`src/hdl/hbkd_pkg.sv`:
```
`timescale 1ns / 1ps
// ----------------------------------------------------------------------------
// hbkd_pkg
// Shared types and constants for the boot-protocol keyboard report decoder.
// ----------------------------------------------------------------------------
package hbkd_pkg;

  localparam int NUM_SLOTS = 6;

  // func codes
  localparam logic FUNC_REPORT = 1'b0;
  localparam logic FUNC_QUERY  = 1'b1;

  // shift keys: left shift (bit 1), right shift (bit 5)
  localparam logic [7:0] SHIFT_MASK = 8'h22;
  localparam logic [7:0] LETTER_LO  = 8'h04;
  localparam logic [7:0] LETTER_HI  = 8'h1D;

  typedef logic [7:0] keycode_t;

  typedef struct packed {
    logic                           func;
    logic                           report_complete;
    logic [7:0]                     report_modifiers;
    logic [NUM_SLOTS-1:0][7:0]      key_slots;
    keycode_t                       query_key;
    logic [7:0]                     query_modifiers;
  } item_t;

endpackage

```
`src/hdl/hbkd_in_stage.sv`:
```
`timescale 1ns / 1ps
// ----------------------------------------------------------------------------
// hbkd_in_stage
// Input register: holds one word until it moves to the result register.
// ----------------------------------------------------------------------------
module hbkd_in_stage (
  input  logic           clk,
  input  logic           rst,
  input  logic           in_valid,
  input  hbkd_pkg::item_t in_item,
  input  logic           advance,
  output logic           stall,
  output logic           s1_valid,
  output hbkd_pkg::item_t s1_item
);
  import hbkd_pkg::*;

  logic accept;

  // stage frees up in the same cycle it hands its word on
  assign stall  = rst || (s1_valid && !advance);
  assign accept = in_valid && !stall;

  always_ff @(posedge clk) begin
    if (rst) begin
      s1_valid <= 1'b0;
    end else if (accept) begin
      s1_valid <= 1'b1;
    end else if (advance) begin
      s1_valid <= 1'b0;
    end
  end

  always_ff @(posedge clk) begin
    if (accept) begin
      s1_item <= in_item;
    end
  end

endmodule

```
`src/hdl/hbkd_key_state.sv`:
```
`timescale 1ns / 1ps
// ----------------------------------------------------------------------------
// hbkd_key_state
// Held-key state: slots of the last complete report, last key and modifiers.
// The pressed bitmap is exactly the set of nonzero slots of that report, so
// a held check compares the query key against the six stored slots.
// ----------------------------------------------------------------------------
module hbkd_key_state (
  input  logic              clk,
  input  logic              rst,
  input  logic              update,
  input  hbkd_pkg::item_t   item,
  output logic              key_held,
  output hbkd_pkg::keycode_t last_key_next,
  output logic [7:0]        modifiers_next
);
  import hbkd_pkg::*;

  logic [NUM_SLOTS-1:0][7:0] slots;
  keycode_t                  last_key_reg;
  logic [7:0]                modifier_reg;
  keycode_t                  report_last;
  logic [NUM_SLOTS-1:0]      hit;

  always_comb begin
    report_last = last_key_reg;
    for (int i = 0; i < NUM_SLOTS; i++) begin
      if (item.key_slots[i] != 8'd0) begin
        report_last = item.key_slots[i];
      end
    end
  end

  always_comb begin
    for (int i = 0; i < NUM_SLOTS; i++) begin
      hit[i] = (slots[i] == item.query_key);
    end
  end

  // keycode 0 marks an empty slot, never held
  assign key_held       = (item.query_key != 8'd0) && (|hit);
  assign last_key_next  = update ? report_last : last_key_reg;
  assign modifiers_next = update ? item.report_modifiers : modifier_reg;

  always_ff @(posedge clk) begin
    if (rst) begin
      slots        <= '0;
      last_key_reg <= 8'd0;
      modifier_reg <= 8'd0;
    end else if (update) begin
      slots        <= item.key_slots;
      last_key_reg <= report_last;
      modifier_reg <= item.report_modifiers;
    end
  end

endmodule

```
`src/hdl/hbkd_ascii.sv`:
```
`timescale 1ns / 1ps
// ----------------------------------------------------------------------------
// hbkd_ascii
// Keycode to US-layout ASCII, with shift and caps lock.
// ----------------------------------------------------------------------------
module hbkd_ascii (
  input  hbkd_pkg::keycode_t key,
  input  logic [7:0]         mods,
  input  logic               caps_lock,
  output logic [6:0]         ascii_char
);
  import hbkd_pkg::*;

  function automatic logic [6:0] plain_char(input logic [6:0] k);
    logic [6:0] c;
    c = 7'h00;
    if (k >= 7'h04 && k <= 7'h1D) begin
      c = 7'h61 + (k - 7'h04);
    end else begin
      case (k)
        7'h1E: c = 7'h31;
        7'h1F: c = 7'h32;
        7'h20: c = 7'h33;
        7'h21: c = 7'h34;
        7'h22: c = 7'h35;
        7'h23: c = 7'h36;
        7'h24: c = 7'h37;
        7'h25: c = 7'h38;
        7'h26: c = 7'h39;
        7'h27: c = 7'h30;
        7'h28: c = 7'h0A;
        7'h29: c = 7'h1B;
        7'h2A: c = 7'h08;
        7'h2B: c = 7'h09;
        7'h2C: c = 7'h20;
        7'h2D: c = 7'h2D;
        7'h2E: c = 7'h3D;
        7'h2F: c = 7'h5B;
        7'h30: c = 7'h5D;
        7'h31: c = 7'h5C;
        7'h32: c = 7'h23;
        7'h33: c = 7'h3B;
        7'h34: c = 7'h27;
        7'h35: c = 7'h60;
        7'h36: c = 7'h2C;
        7'h37: c = 7'h2E;
        7'h38: c = 7'h2F;
        default: c = 7'h00;
      endcase
    end
    return c;
  endfunction

  function automatic logic [6:0] shifted_char(input logic [6:0] k);
    logic [6:0] c;
    c = 7'h00;
    if (k >= 7'h04 && k <= 7'h1D) begin
      c = 7'h41 + (k - 7'h04);
    end else begin
      case (k)
        7'h1E: c = 7'h21;
        7'h1F: c = 7'h40;
        7'h20: c = 7'h23;
        7'h21: c = 7'h24;
        7'h22: c = 7'h25;
        7'h23: c = 7'h5E;
        7'h24: c = 7'h26;
        7'h25: c = 7'h2A;
        7'h26: c = 7'h28;
        7'h27: c = 7'h29;
        7'h28: c = 7'h0A;
        7'h29: c = 7'h1B;
        7'h2A: c = 7'h08;
        7'h2B: c = 7'h09;
        7'h2C: c = 7'h20;
        7'h2D: c = 7'h5F;
        7'h2E: c = 7'h2B;
        7'h2F: c = 7'h7B;
        7'h30: c = 7'h7D;
        7'h31: c = 7'h7C;
        7'h32: c = 7'h7E;
        7'h33: c = 7'h3A;
        7'h34: c = 7'h22;
        7'h35: c = 7'h7E;
        7'h36: c = 7'h3C;
        7'h37: c = 7'h3E;
        7'h38: c = 7'h3F;
        default: c = 7'h00;
      endcase
    end
    return c;
  endfunction

  logic shift;
  logic is_letter;

  assign is_letter = (key >= LETTER_LO) && (key <= LETTER_HI);
  // caps lock flips shift for letters only
  assign shift     = ((mods & SHIFT_MASK) != 8'd0) ^ (is_letter & caps_lock);

  always_comb begin
    if (key[7]) begin
      ascii_char = 7'h00;
    end else if (shift) begin
      ascii_char = shifted_char(key[6:0]);
    end else begin
      ascii_char = plain_char(key[6:0]);
    end
  end

endmodule

```
`src/hdl/hid_boot_keyboard_decoder_core.sv`:
```
`timescale 1ns / 1ps
// Each word passes the input register, then the result register.
// Throughput: one word per cycle unless the result is stalled; the result
// register accepts a new word in the cycle its current word is taken.
// Reset (rst, synchronous): clears held keys, last key, modifiers, caps lock
// and both pipeline valids; input is stalled while rst is high.
// ----------------------------------------------------------------------------
// hid_boot_keyboard_decoder_core
// Boot-protocol keyboard report decoder: complete report words update the
// held-key state; query words return held status and a key's ASCII character.
// ----------------------------------------------------------------------------
module hid_boot_keyboard_decoder_core (
  input  logic       clk,
  input  logic       rst,
  // config
  input  logic       cfg_wr_en,
  input  logic       cfg_wr_data,
  // item channel
  input  logic       item_valid,
  output logic       item_stall,
  input  logic       func,
  input  logic       report_complete,
  input  logic [7:0] report_modifiers,
  input  logic [7:0] key_slot0,
  input  logic [7:0] key_slot1,
  input  logic [7:0] key_slot2,
  input  logic [7:0] key_slot3,
  input  logic [7:0] key_slot4,
  input  logic [7:0] key_slot5,
  input  logic [7:0] query_key,
  input  logic [7:0] query_modifiers,
  // result channel
  output logic       result_valid,
  input  logic       result_stall,
  output logic       key_held,
  output logic [6:0] ascii_char,
  output logic [7:0] last_key,
  output logic [7:0] held_modifiers
);
  import hbkd_pkg::*;

  item_t      in_item;
  item_t      s1_item;
  logic       s1_valid;
  logic       advance;
  logic       caps_lock;
  logic       update;
  logic       held_raw;
  keycode_t   last_key_next;
  logic [7:0] modifiers_next;
  logic [6:0] ascii_raw;
  logic       is_query;

  always_comb begin
    in_item.func             = func;
    in_item.report_complete  = report_complete;
    in_item.report_modifiers = report_modifiers;
    in_item.key_slots[0]     = key_slot0;
    in_item.key_slots[1]     = key_slot1;
    in_item.key_slots[2]     = key_slot2;
    in_item.key_slots[3]     = key_slot3;
    in_item.key_slots[4]     = key_slot4;
    in_item.key_slots[5]     = key_slot5;
    in_item.query_key        = query_key;
    in_item.query_modifiers  = query_modifiers;
  end

  always_ff @(posedge clk) begin
    if (rst) begin
      caps_lock <= 1'b0;
    end else if (cfg_wr_en) begin
      caps_lock <= cfg_wr_data;
    end
  end

  assign advance  = s1_valid && (!result_valid || !result_stall);
  assign is_query = (s1_item.func == FUNC_QUERY);
  assign update   = advance && (s1_item.func == FUNC_REPORT) && s1_item.report_complete;

  hbkd_in_stage u_in_stage (
    .clk      (clk),
    .rst      (rst),
    .in_valid (item_valid),
    .in_item  (in_item),
    .advance  (advance),
    .stall    (item_stall),
    .s1_valid (s1_valid),
    .s1_item  (s1_item)
  );

  hbkd_key_state u_key_state (
    .clk            (clk),
    .rst            (rst),
    .update         (update),
    .item           (s1_item),
    .key_held       (held_raw),
    .last_key_next  (last_key_next),
    .modifiers_next (modifiers_next)
  );

  hbkd_ascii u_ascii (
    .key        (s1_item.query_key),
    .mods       (s1_item.query_modifiers),
    .caps_lock  (caps_lock),
    .ascii_char (ascii_raw)
  );

  always_ff @(posedge clk) begin
    if (rst) begin
      result_valid <= 1'b0;
    end else if (advance) begin
      result_valid <= 1'b1;
    end else if (!result_stall) begin
      result_valid <= 1'b0;
    end
  end

  // report words return zero held/char fields
  always_ff @(posedge clk) begin
    if (advance) begin
      key_held       <= is_query & held_raw;
      ascii_char     <= is_query ? ascii_raw : 7'h00;
      last_key       <= last_key_next;
      held_modifiers <= modifiers_next;
    end
  end

endmodule

```
`config.mk`:
```
export PLATFORM = sky130hd
export DESIGN_NAME = hid_boot_keyboard_decoder_core
export DESIGN_NICKNAME = d
export VERILOG_FILES = /design/src/hdl/hbkd_pkg.sv /design/src/hdl/hbkd_in_stage.sv /design/src/hdl/hbkd_key_state.sv /design/src/hdl/hbkd_ascii.sv /design/src/hdl/hid_boot_keyboard_decoder_core.sv
export SDC_FILE = /design/constraint.sdc
export NUM_CORES = 1
export LEC_CHECK = 0
export ABC_AREA = 1
export BUFFER_PORTS_ARGS = -buffer_cell sky130_fd_sc_hd__buf_2
export CORE_MARGIN = 2
export CORE_UTILIZATION = 39
export DETAILED_ROUTE_END_ITERATION = 7
export MAX_ROUTING_LAYER = met4
export PLACE_DENSITY = 0.58
export SLEW_MARGIN = 5
export SYNTH_ARGS = -nofsm -noshare
export SYNTH_HDL_FRONTEND = slang
export SYNTH_SLANG_ARGS = --single-unit
```
`constraint.sdc`:
```
create_clock -name clk -period 5.15 [get_ports clk]
set_clock_uncertainty 0.15 [all_clocks]
set_input_delay 1.03 -clock clk [delete_from_list [all_inputs] [get_ports clk]]
set_output_delay 1.03 -clock clk [all_outputs]
set_load 0.01 [all_outputs]
```
======== Word level (Yosys, flattened, before mapping) ========
Memory sizes are Yosys's and may differ from the RTL's. A register that Yosys moved wholly into a read port is not among the register bits.
Cells that the tools add are included.
Widths: inputs -> output; s select.
word-level totals
  memories kept ........................... 2
  memory bits (read-only) ................. 896
  output and inout port bits .............. 26
  bits in registers ....................... 163
  input port bits ......................... 80
  word-level logic and storage cells ...... 90
cells by class
  $add $sub $neg .......................... 3
  reduce and logical (&&, ||, !) cells .... 25
  bitwise gates (word level) .............. 4
  eq/ne operators ......................... 7
  magnitude comparators ................... 4
  mux-type cells .......................... 19
memory list
  memory            words  width  rd ports  clocked after memory_dff  wr ports  RTL line          source
  (name not given)  64     7      1         1                         0         hbkd_ascii.sv:60  case (k)
  (name not given)  64     7      1         1                         0         hbkd_ascii.sv:20  case (k)
operator list
  cell                 count
  $mux 8               8
  $reduce_bool 8->1    8
  $eq 8x8->1           6
  $mux 7               5
  $add 7x7->7 const A  2
  $mux 6               2
  $ge 8x3->1 const B   1
  $le 8x5->1 const B   1
  $logic_and 1x1->1    8
  $ge 7x3->1 const B   1
  $le 7x5->1 const B   1
  $sub 7x3->7 const B  1
  $reduce_or 6->1      1
  $logic_not 1->1      4
  $mux 1               4
  $and 1x1->1          2
  $logic_or 1x1->1     2
  $ne 2x1->1 const B   1
  $reduce_bool 2->1    1
  $reduce_or 2->1      1
  $not 1->1            1
  $xor 1x1->1          1

======== Depth between registers and ports, before layout ========
Gate-level depths: netlist of the first run.
  depth in word-level cells ............... 9
  depth in mapped cells ................... 15
  gate-level depth less buffers ........... 15

======== Hierarchy ========
A second synthesis of the first run with hierarchy kept.
unflattened totals
  cells, all modules ...................... 882
  area total of the unflattened synthesis .. 7901.3 sq um
by module, submodules not included
  module                          cells an instance  area each (sq um)  sequential area each (sq um)  times used
  hbkd_key_state                  503                3532.1             1281.2                        1
  hbkd_in_stage                   82                 2277.2             2242.2                        1
  hbkd_ascii                      240                1206.2             0.0                           1
  hid_boot_keyboard_decoder_core  57                 885.8              760.7                         1

======== Least setup slack after synthesis of the first run ========
Ideal clock, no wire load.
  path type ............................... input-to-reg
  start ................................... input port result_stall
  end ..................................... register last_key[0], data pin
  path buffers ............................ 2
  arrival time ............................ 3077 ps
  setup time .............................. 260 ps
  required time ........................... 4740 ps
  stages .................................. 8
  slack ................................... 1664 ps
  cell sequence ........................... nand2_1 -> inv_2 -> nor2_1 -> nand3_1 -> clkbuf_1 -> buf_2 -> a21boi_0 -> nand2_1
on the way
  cells in the longest elaborated chain, start to end .. 6
RTL lines
  what                            RTL line                               source
  from (decl)                     hid_boot_keyboard_decoder_core.sv:34   input logic result_stall,
  $logic_not 1->1                 n/a
  $logic_or 1x1->1                hid_boot_keyboard_decoder_core.sv:76   assign advance = s1_valid && (!result_valid || !result_stall);
  $logic_and 1x1->1               hid_boot_keyboard_decoder_core.sv:76
  via advance                     hid_boot_keyboard_decoder_core.sv:45   logic advance;
  $logic_and 1x1->1 (2 in a row)  hid_boot_keyboard_decoder_core.sv:78   assign update = advance && (s1_item.func == FUNC_REPORT) && s1_item.report_complete;
  $mux 8                          hbkd_key_state.sv:42                   assign last_key_next = update ? report_last : last_key_reg;
  via last_key_next[0]            hid_boot_keyboard_decoder_core.sv:49   keycode_t last_key_next;
  to (signal assigned)            hid_boot_keyboard_decoder_core.sv:123  last_key <= last_key_next;
  to (decl)                       hid_boot_keyboard_decoder_core.sv:37   output logic [7:0] last_key,
The timed path passes the listed nets, and every way through them passes these cells.
A chain may end at the register's enable or synchronous reset.

==> results.toml, run 1 <==
[floorplan]
start_util_pct = 39.37
die_h_um = 146.5
io_pins = 106
dieArea_sq_mm = 0.02145
core-area_sq_mm = 0.02010
die_width_um = 146.5
rows = 52

[clock_tree]
clock_tree.root_cell = "clkbuf_16"
h-tree-depth = 4
cts_buffer_depth = 2
holdBufCountCts = 0
cts_tree = "done"
clk_pin_slew_ns = 0.07
cts_resized = 0
cts_num_sinks = 173
post_cts_buffers = 0
cts_made_buffers = 17
clock_latency_ns = 0.43

[sta]
worst-slew-pin-transition_ns = 0.9042
setup_viol = 0
fmax_ghz = 0.3044
max-slew-margin-rel_pct = 39.72
fin_crit_ns = 3.285
setup_tns_ns = 0
finalHoldViolations = 0
rsz0062_at_grt = "false"
holdWs_ns = 0.3267
drv_slew = 0
post-route-period-util_pct = 63.79

[drt]
viasPerCell = 4.876
drc = 0
dr.first_iter.drc_count = 460
dr.pass1.iters = 5
drt_wl_total_um = 18970
ant_nets = 0
dr_total_vias = 5958
wl_per_cell_um = 15.52

[worst_hold_path]
min_from = "u_key_state.slots[35]$_SDFFE_PP0P_"
hp-class = "register to register"
hold_depth = 2
min_to = "u_key_state.slots[35]$_SDFFE_PP0P_"

[yosys]
ys_warn_count = 0
ys_seq_area_share_pct = 55.39
yosysUniqueCellTypes = 51
synthTopCellsByCount = "nand2_1, edfxtp_1, dfxtp_1, a21oi_1, inv_1"
synth_most_common_cell = "nand2_1"
synth_edf_count = 92
avgSynthCellArea_sq_um = 9.334
synth.top_cell.area_share_pct = 34.90
synth_ff_type = "edfxtp_1"
synth_area_leader_cell = "edfxtp_1"
syn_nets = 944
ys_seq_elements = 173
synthArstFlopShare_pct = 0
ys_top_cells_by_area = "edfxtp_1, dfxtp_1, nand2_1"
synthCells = 848
syn_area_sq_mm = 0.007915

[pwr]
p_sw_w = 0.0007402
p_int_w = 0.002260
p_per_area_mw_per_mm2 = 327.8
power_w = 0.003000
seqPwrFrac_pct = 51.3
clkPwrFrac_pct = 40.6
ir_drop_mv = 0.2117
p_sw_share_pct = 24.67
pwr-share-comb_pct = 8.1
p_leak_nw = 3.832

[layout]
nFillCells = 1942
regMostFlops = "u_in_stage.s1_item"
fin_nets = 1034
drive_gt1_share_pct = 19.98
largest_reg_flops = 68
syn2layout_area_growth_pct = 15.63
reg.largest.list = "u_in_stage.s1_item (68), u_key_state.slots (48)"

[place]
hpwl_um = 13360
gp_congestion = 0.8596
port_buffers = 99

[worst_setup_path]
start_kind = "primary input"
crit_start = "rst"
r2r_end = "ascii_char[1]$_SDFFCE_PP0P_"
critical_path.max_fanout = 43
worstPathArrival_ns = 3.49
endpoint_kind = "register"
worstPathRequired_ns = 5.36
reg2reg_slack_ns = 2.21
crit_type = "primary input to register"
r2r-start = "u_in_stage.s1_item[8]$_DFFE_PN_"
r2r_cells = 10

[global_route]
top_usage_layer = "met2"
antenna_found_initial = 0
grt_pass1_vias = 5635
grt-ovfl-total = 0
grt.total_usage_pct = 18.77
use_met1_pct = 24.40
use_met2_pct = 30.02
use_met3_pct = 3.438
grt_max_degree = 69
grt_pass1_wl_um = 30330

[outcome]
run_status = "complete, no violations"

[run]
maxCapViolCount = 0
[per-stage QoR]
| stage | instance area, sq um | util, % | std cells | setup WS, ns |
|---|---|---|---|---|
| finish | 9153 | 45.53 | 1222 | 1.865 |
| global route | 9150 | 45.51 | 1221 | 1.570 |
| CTS | 9150 | 45.51 | 1221 | 1.878 |
| floorplan | 7915 | - | 848 | 1.664 |
| global placement | 8600 | 42.77 | 1189 | 1.397 |
| detailed placement | 8600 | 42.77 | 1189 | 1.449 |
[power by group through the flow]
| stage | clock network, W | logic, W | registers (W) |
|---|---|---|---|
| after floorplan | 0 | 0.000169 | 0.00156 |
| after global placement | 0 | 0.000244 | 0.00157 |
| after detailed placement | 0 | 0.000243 | 0.00157 |
| after CTS | 0.00124 | 0.000244 | 0.00154 |
| after global routing | 0.00130 | 0.000275 | 0.00154 |
| final | 0.00122 | 0.000243 | 0.00154 |
[metal layers]
layer | vias to the layer above | share of wire, %
li1 | 3016 | -
met4 | 0 | 1.9
met2 | 140 | 47
met1 | 2777 | 47
met5 | - | 0
met3 | 25 | 4.5
[cell families after synthesis]
kind of cell | synth area share (%)
xor gates and xnor gates | 3.984
DFF | 55.39
adders and majority gates | 2.529
buffers and inverters | 6.829
and+or+nand+nor | 17.94
AOI/OAI and AO/OA | 13.33
[layout by cell type, fill, tap and decap left out, types with 4 or more instances in the layout]
cell type	netlist	layout
nand2_1	191	191
buf_2	10	99
edfxtp_1	92	92
dfxtp_1	81	81
a21oi_1	78	78
inv_1	78	77
o21ai_0	61	61
nor2_1	43	42
xnor2_1	21	21
or2_2	19	19
nand4_1	17	17
nand3_1	17	17
clkbuf_16	0	17
ha_1	16	16
inv_2	11	12
xor2_1	10	10
a21boi_0	9	9
o21ai_1	7	7
o22ai_1	7	7
nor3_1	6	6
nor4_1	4	4
o21a_1	4	4
clkinvlp_4	0	4
clkinv_4	0	4
buf_4	3	4
[worst max-delay path, cell delays in order]
cell and delay [ns]:
buf_2 0.28, inv_6 0.32, nand3_4 0.27, o21ai_2 0.43, inv_1 0.23, ha_1 0.40
nor3_1 0.25, o21ai_0 0.10, a21oi_1 0.16
[area by class of cell]
| class | count | area, sq um | share of cell area (%) |
|---|---|---|---|
| well taps | 270 | 337.8 | 3.691 |
| inverters | 93 | 359.1 | 3.923 |
| flip-flops and latches | 173 | 4384 | 47.90 |
| clock inverters | 14 | 121.4 | 1.326 |
| clock buffers | 18 | 429.2 | 4.689 |
| repair buffers | 103 | 525.5 | 5.742 |
| diodes | 1 | 2.502 | 0.02734 |
| multi-input cells | 550 | 2993 | 32.70 |
[worst max path at each step]
stage	cells past startpoint	to	slack, ns
after floorplan	8	last_key[0]$_DFFE_PP_	1.66
after CTS	11	register	1.88
after global placement	10	register	1.40
after detailed placement	9	register	1.45
final	9	register	1.86
after global routing	11	register	1.57
(Power assumes the default switching activity.)
==> run 2: changes to the inputs <==
--- a/config.mk
+++ b/config.mk
@@ -11,7 +11,7 @@
 export CORE_UTILIZATION = 39
 export DETAILED_ROUTE_END_ITERATION = 7
 export MAX_ROUTING_LAYER = met4
-export PLACE_DENSITY = 0.58
+export PLACE_DENSITY = 0.6
 export SLEW_MARGIN = 5
 export SYNTH_ARGS = -nofsm -noshare
 export SYNTH_HDL_FRONTEND = slang
==> constraint.sdc (replaced) <==
create_clock -name clk -period 2.8 [get_ports clk]
set_clock_uncertainty 0.15 [all_clocks]
set_input_delay 0.56 -clock clk [delete_from_list [all_inputs] [get_ports clk]]
set_output_delay 0.56 -clock clk [all_outputs]
set_load 0.01 [all_outputs]
==> results.toml, run 2 (synthesized netlist as in run 1, its figures left out) <==
[outcome]
run_status = "complete, no violations"

[drt]
drt_wl_total_um = 19370
ant_nets = 0
wl_per_cell_um = 15.58
dr.first_iter.drc_count = 379
dr_total_vias = 6035
viasPerCell = 4.855
drc = 0
dr.pass1.iters = 5

[sta]
worst-slew-pin-transition_ns = 0.7348
setup_viol = 0
fin_crit_ns = 2.479
max-slew-margin-rel_pct = 50.64
post-route-period-util_pct = 88.54
finalHoldViolations = 0
setup_ws_ns = 0.3210
setup_tns_ns = 0
fmax_ghz = 0.4034
rsz0062_at_grt = "false"
drv_slew = 0

[floorplan]
core-area_sq_mm = 0.02010
die_width_um = 146.5
io_pins = 106
start_util_pct = 39.37
die_h_um = 146.5
rows = 52
dieArea_sq_mm = 0.02145

[worst_setup_path]
r2r_end = "ascii_char[5]$_SDFFCE_PP0P_"
worstPathCellList = "inv_1 -> buf_4 -> ha_1 -> nor2_1 -> nand2_1 -> xor2_1 -> nor2_1 -> a21oi_1 -> o21ai_0 -> a21oi_1"
r2r_cells = 10
critical_path.max_fanout = 11
endpoint_kind = "register"
max_stage_delay_ns = 0.53
crit_cells = 10
critPathCapture = "ascii_char[5]$_SDFFCE_PP0P_"
worstPathRequired_ns = 2.82
reg2reg_slack_ns = 0.32
crit_family = "flip-flops"
slowest_stage = "edfxtp_1"
r2r-start = "u_in_stage.s1_item[10]$_DFFE_PN_"
crit_start = "u_in_stage.s1_item[10]$_DFFE_PN_"
worstPathArrival_ns = 2.50
path_buf_inv = 2
start_kind = "register"
crit_type = "register to register"

[global_route]
grt_max_degree = 69
grt_pass1_vias = 5915
grt.total_usage_pct = 19.44
antenna_found_initial = 0
grt-ovfl-total = 0
grt_pass1_wl_um = 31240

[clock_tree]
cts_made_buffers = 17
clock_tree.root_cell = "clkbuf_16"
h-tree-depth = 4
cts_tree = "done"
cts_buffer_depth = 2
clock_latency_ns = 0.44
cts_resized = 0
post_cts_buffers = 0
holdBufCountCts = 0
clk_pin_slew_ns = 0.07
cts_num_sinks = 173

[layout]
final_cells = 1243
largest_reg_flops = 68
nFillCells = 1935
antenna_cells = 0
layout_common_cells = "nand2_1, buf_2, edfxtp_1"
fin_nets = 1057
drive_gt1_share_pct = 21.69
regMostFlops = "u_in_stage.s1_item"
final_common_cell = "nand2_1"
syn2layout_area_growth_pct = 18.61
reg.largest.list = "u_in_stage.s1_item (68), u_key_state.slots (48)"

[pwr]
ir_drop_mv = 0.3755
p_per_area_mw_per_mm2 = 606.3
p_leak_nw = 3.972

[place]
hpwl_um = 14090
place_inst = 1212
port_buffers = 99
dp_slack_ns = 0.2095
gp_congestion = 0.8940

[worst_hold_path]
hold_depth = 1
hp-class = "primary input to register"
min_from = "key_slot3[0]"

[run]
maxCapViolCount = 0
==> run 2: metrics by stage <==
| step | instance area, sq um | utilization (%) | hold slack [ns] | power, W |
|---|---|---|---|---|
| 2_1_floorplan | 7918 | - | 0.2947 | 0.003173 |
| 3_3_place_gp | 8797 | 43.76 | 0.3139 | 0.003369 |
| 3_5_place_dp | 8797 | 43.76 | 0.3129 | 0.003368 |
| 4_1_cts | 9388 | 46.70 | 0.1298 | 0.005755 |
| 5_1_grt | 9388 | 46.70 | 0.1277 | 0.005913 |
| 6_report | 9388 | 46.70 | 0.1457 | 0.005692 |
==> run 2: how the worst min path moves through the flow <==
stage,endpoint,slack [ns]
2_1_floorplan,u_key_state.slots[18]$_SDFFE_PP0P_,0.29
3_5_place_dp,u_key_state.slots[35]$_SDFFE_PP0P_,0.31
6_report,u_in_stage.s1_item[40]$_DFFE_PN_,0.15
5_1_grt,u_in_stage.s1_item[30]$_DFFE_PN_,0.13
4_1_cts,u_in_stage.s1_item[40]$_DFFE_PN_,0.13
3_3_place_gp,u_key_state.slots[16]$_SDFFE_PP0P_,0.31
==> run 2: per-layer routing <==
layer | GRT usage (%) | part of all wire (%) | vias to the layer above
met1 | 25.81 | 47 | 2783
met4 | 5.728 | 1.8 | 0
met5 | - | 0 | -
li1 | - | - | 3070
met3 | 4.063 | 4.8 | 28
met2 | 30.21 | 47 | 154
==> run 2: area by class of cell <==
type	instances	area [sq um]	area share, %
repair buffers	126	723.2	7.704
clock buffers	21	450.4	4.798
multi-input cells	550	2993	31.88
inverters	93	359.1	3.825
well taps	270	337.8	3.599
clock inverters	10	140.1	1.493
flip-flops and latches	173	4384	46.70
==> run 2: power breakdown <==
part           leakage [nW]  internal [W]  switching [W]  total, W
logic                  2.17      0.000187       0.000309  0.000496
registers              1.52       0.00277      0.0000414   0.00282
clock network         0.281       0.00142       0.000959   0.00238
==> run 2: worst reg2reg max path: stages (launching register included) <==
cell and delay [ns]:
edfxtp_1 0.53, inv_1 0.11, buf_4 0.20, ha_1 0.31, nor2_1 0.15, nand2_1 0.09, xor2_1 0.16, nor2_1 0.19
a21oi_1 0.07, o21ai_0 0.20, a21oi_1 0.06
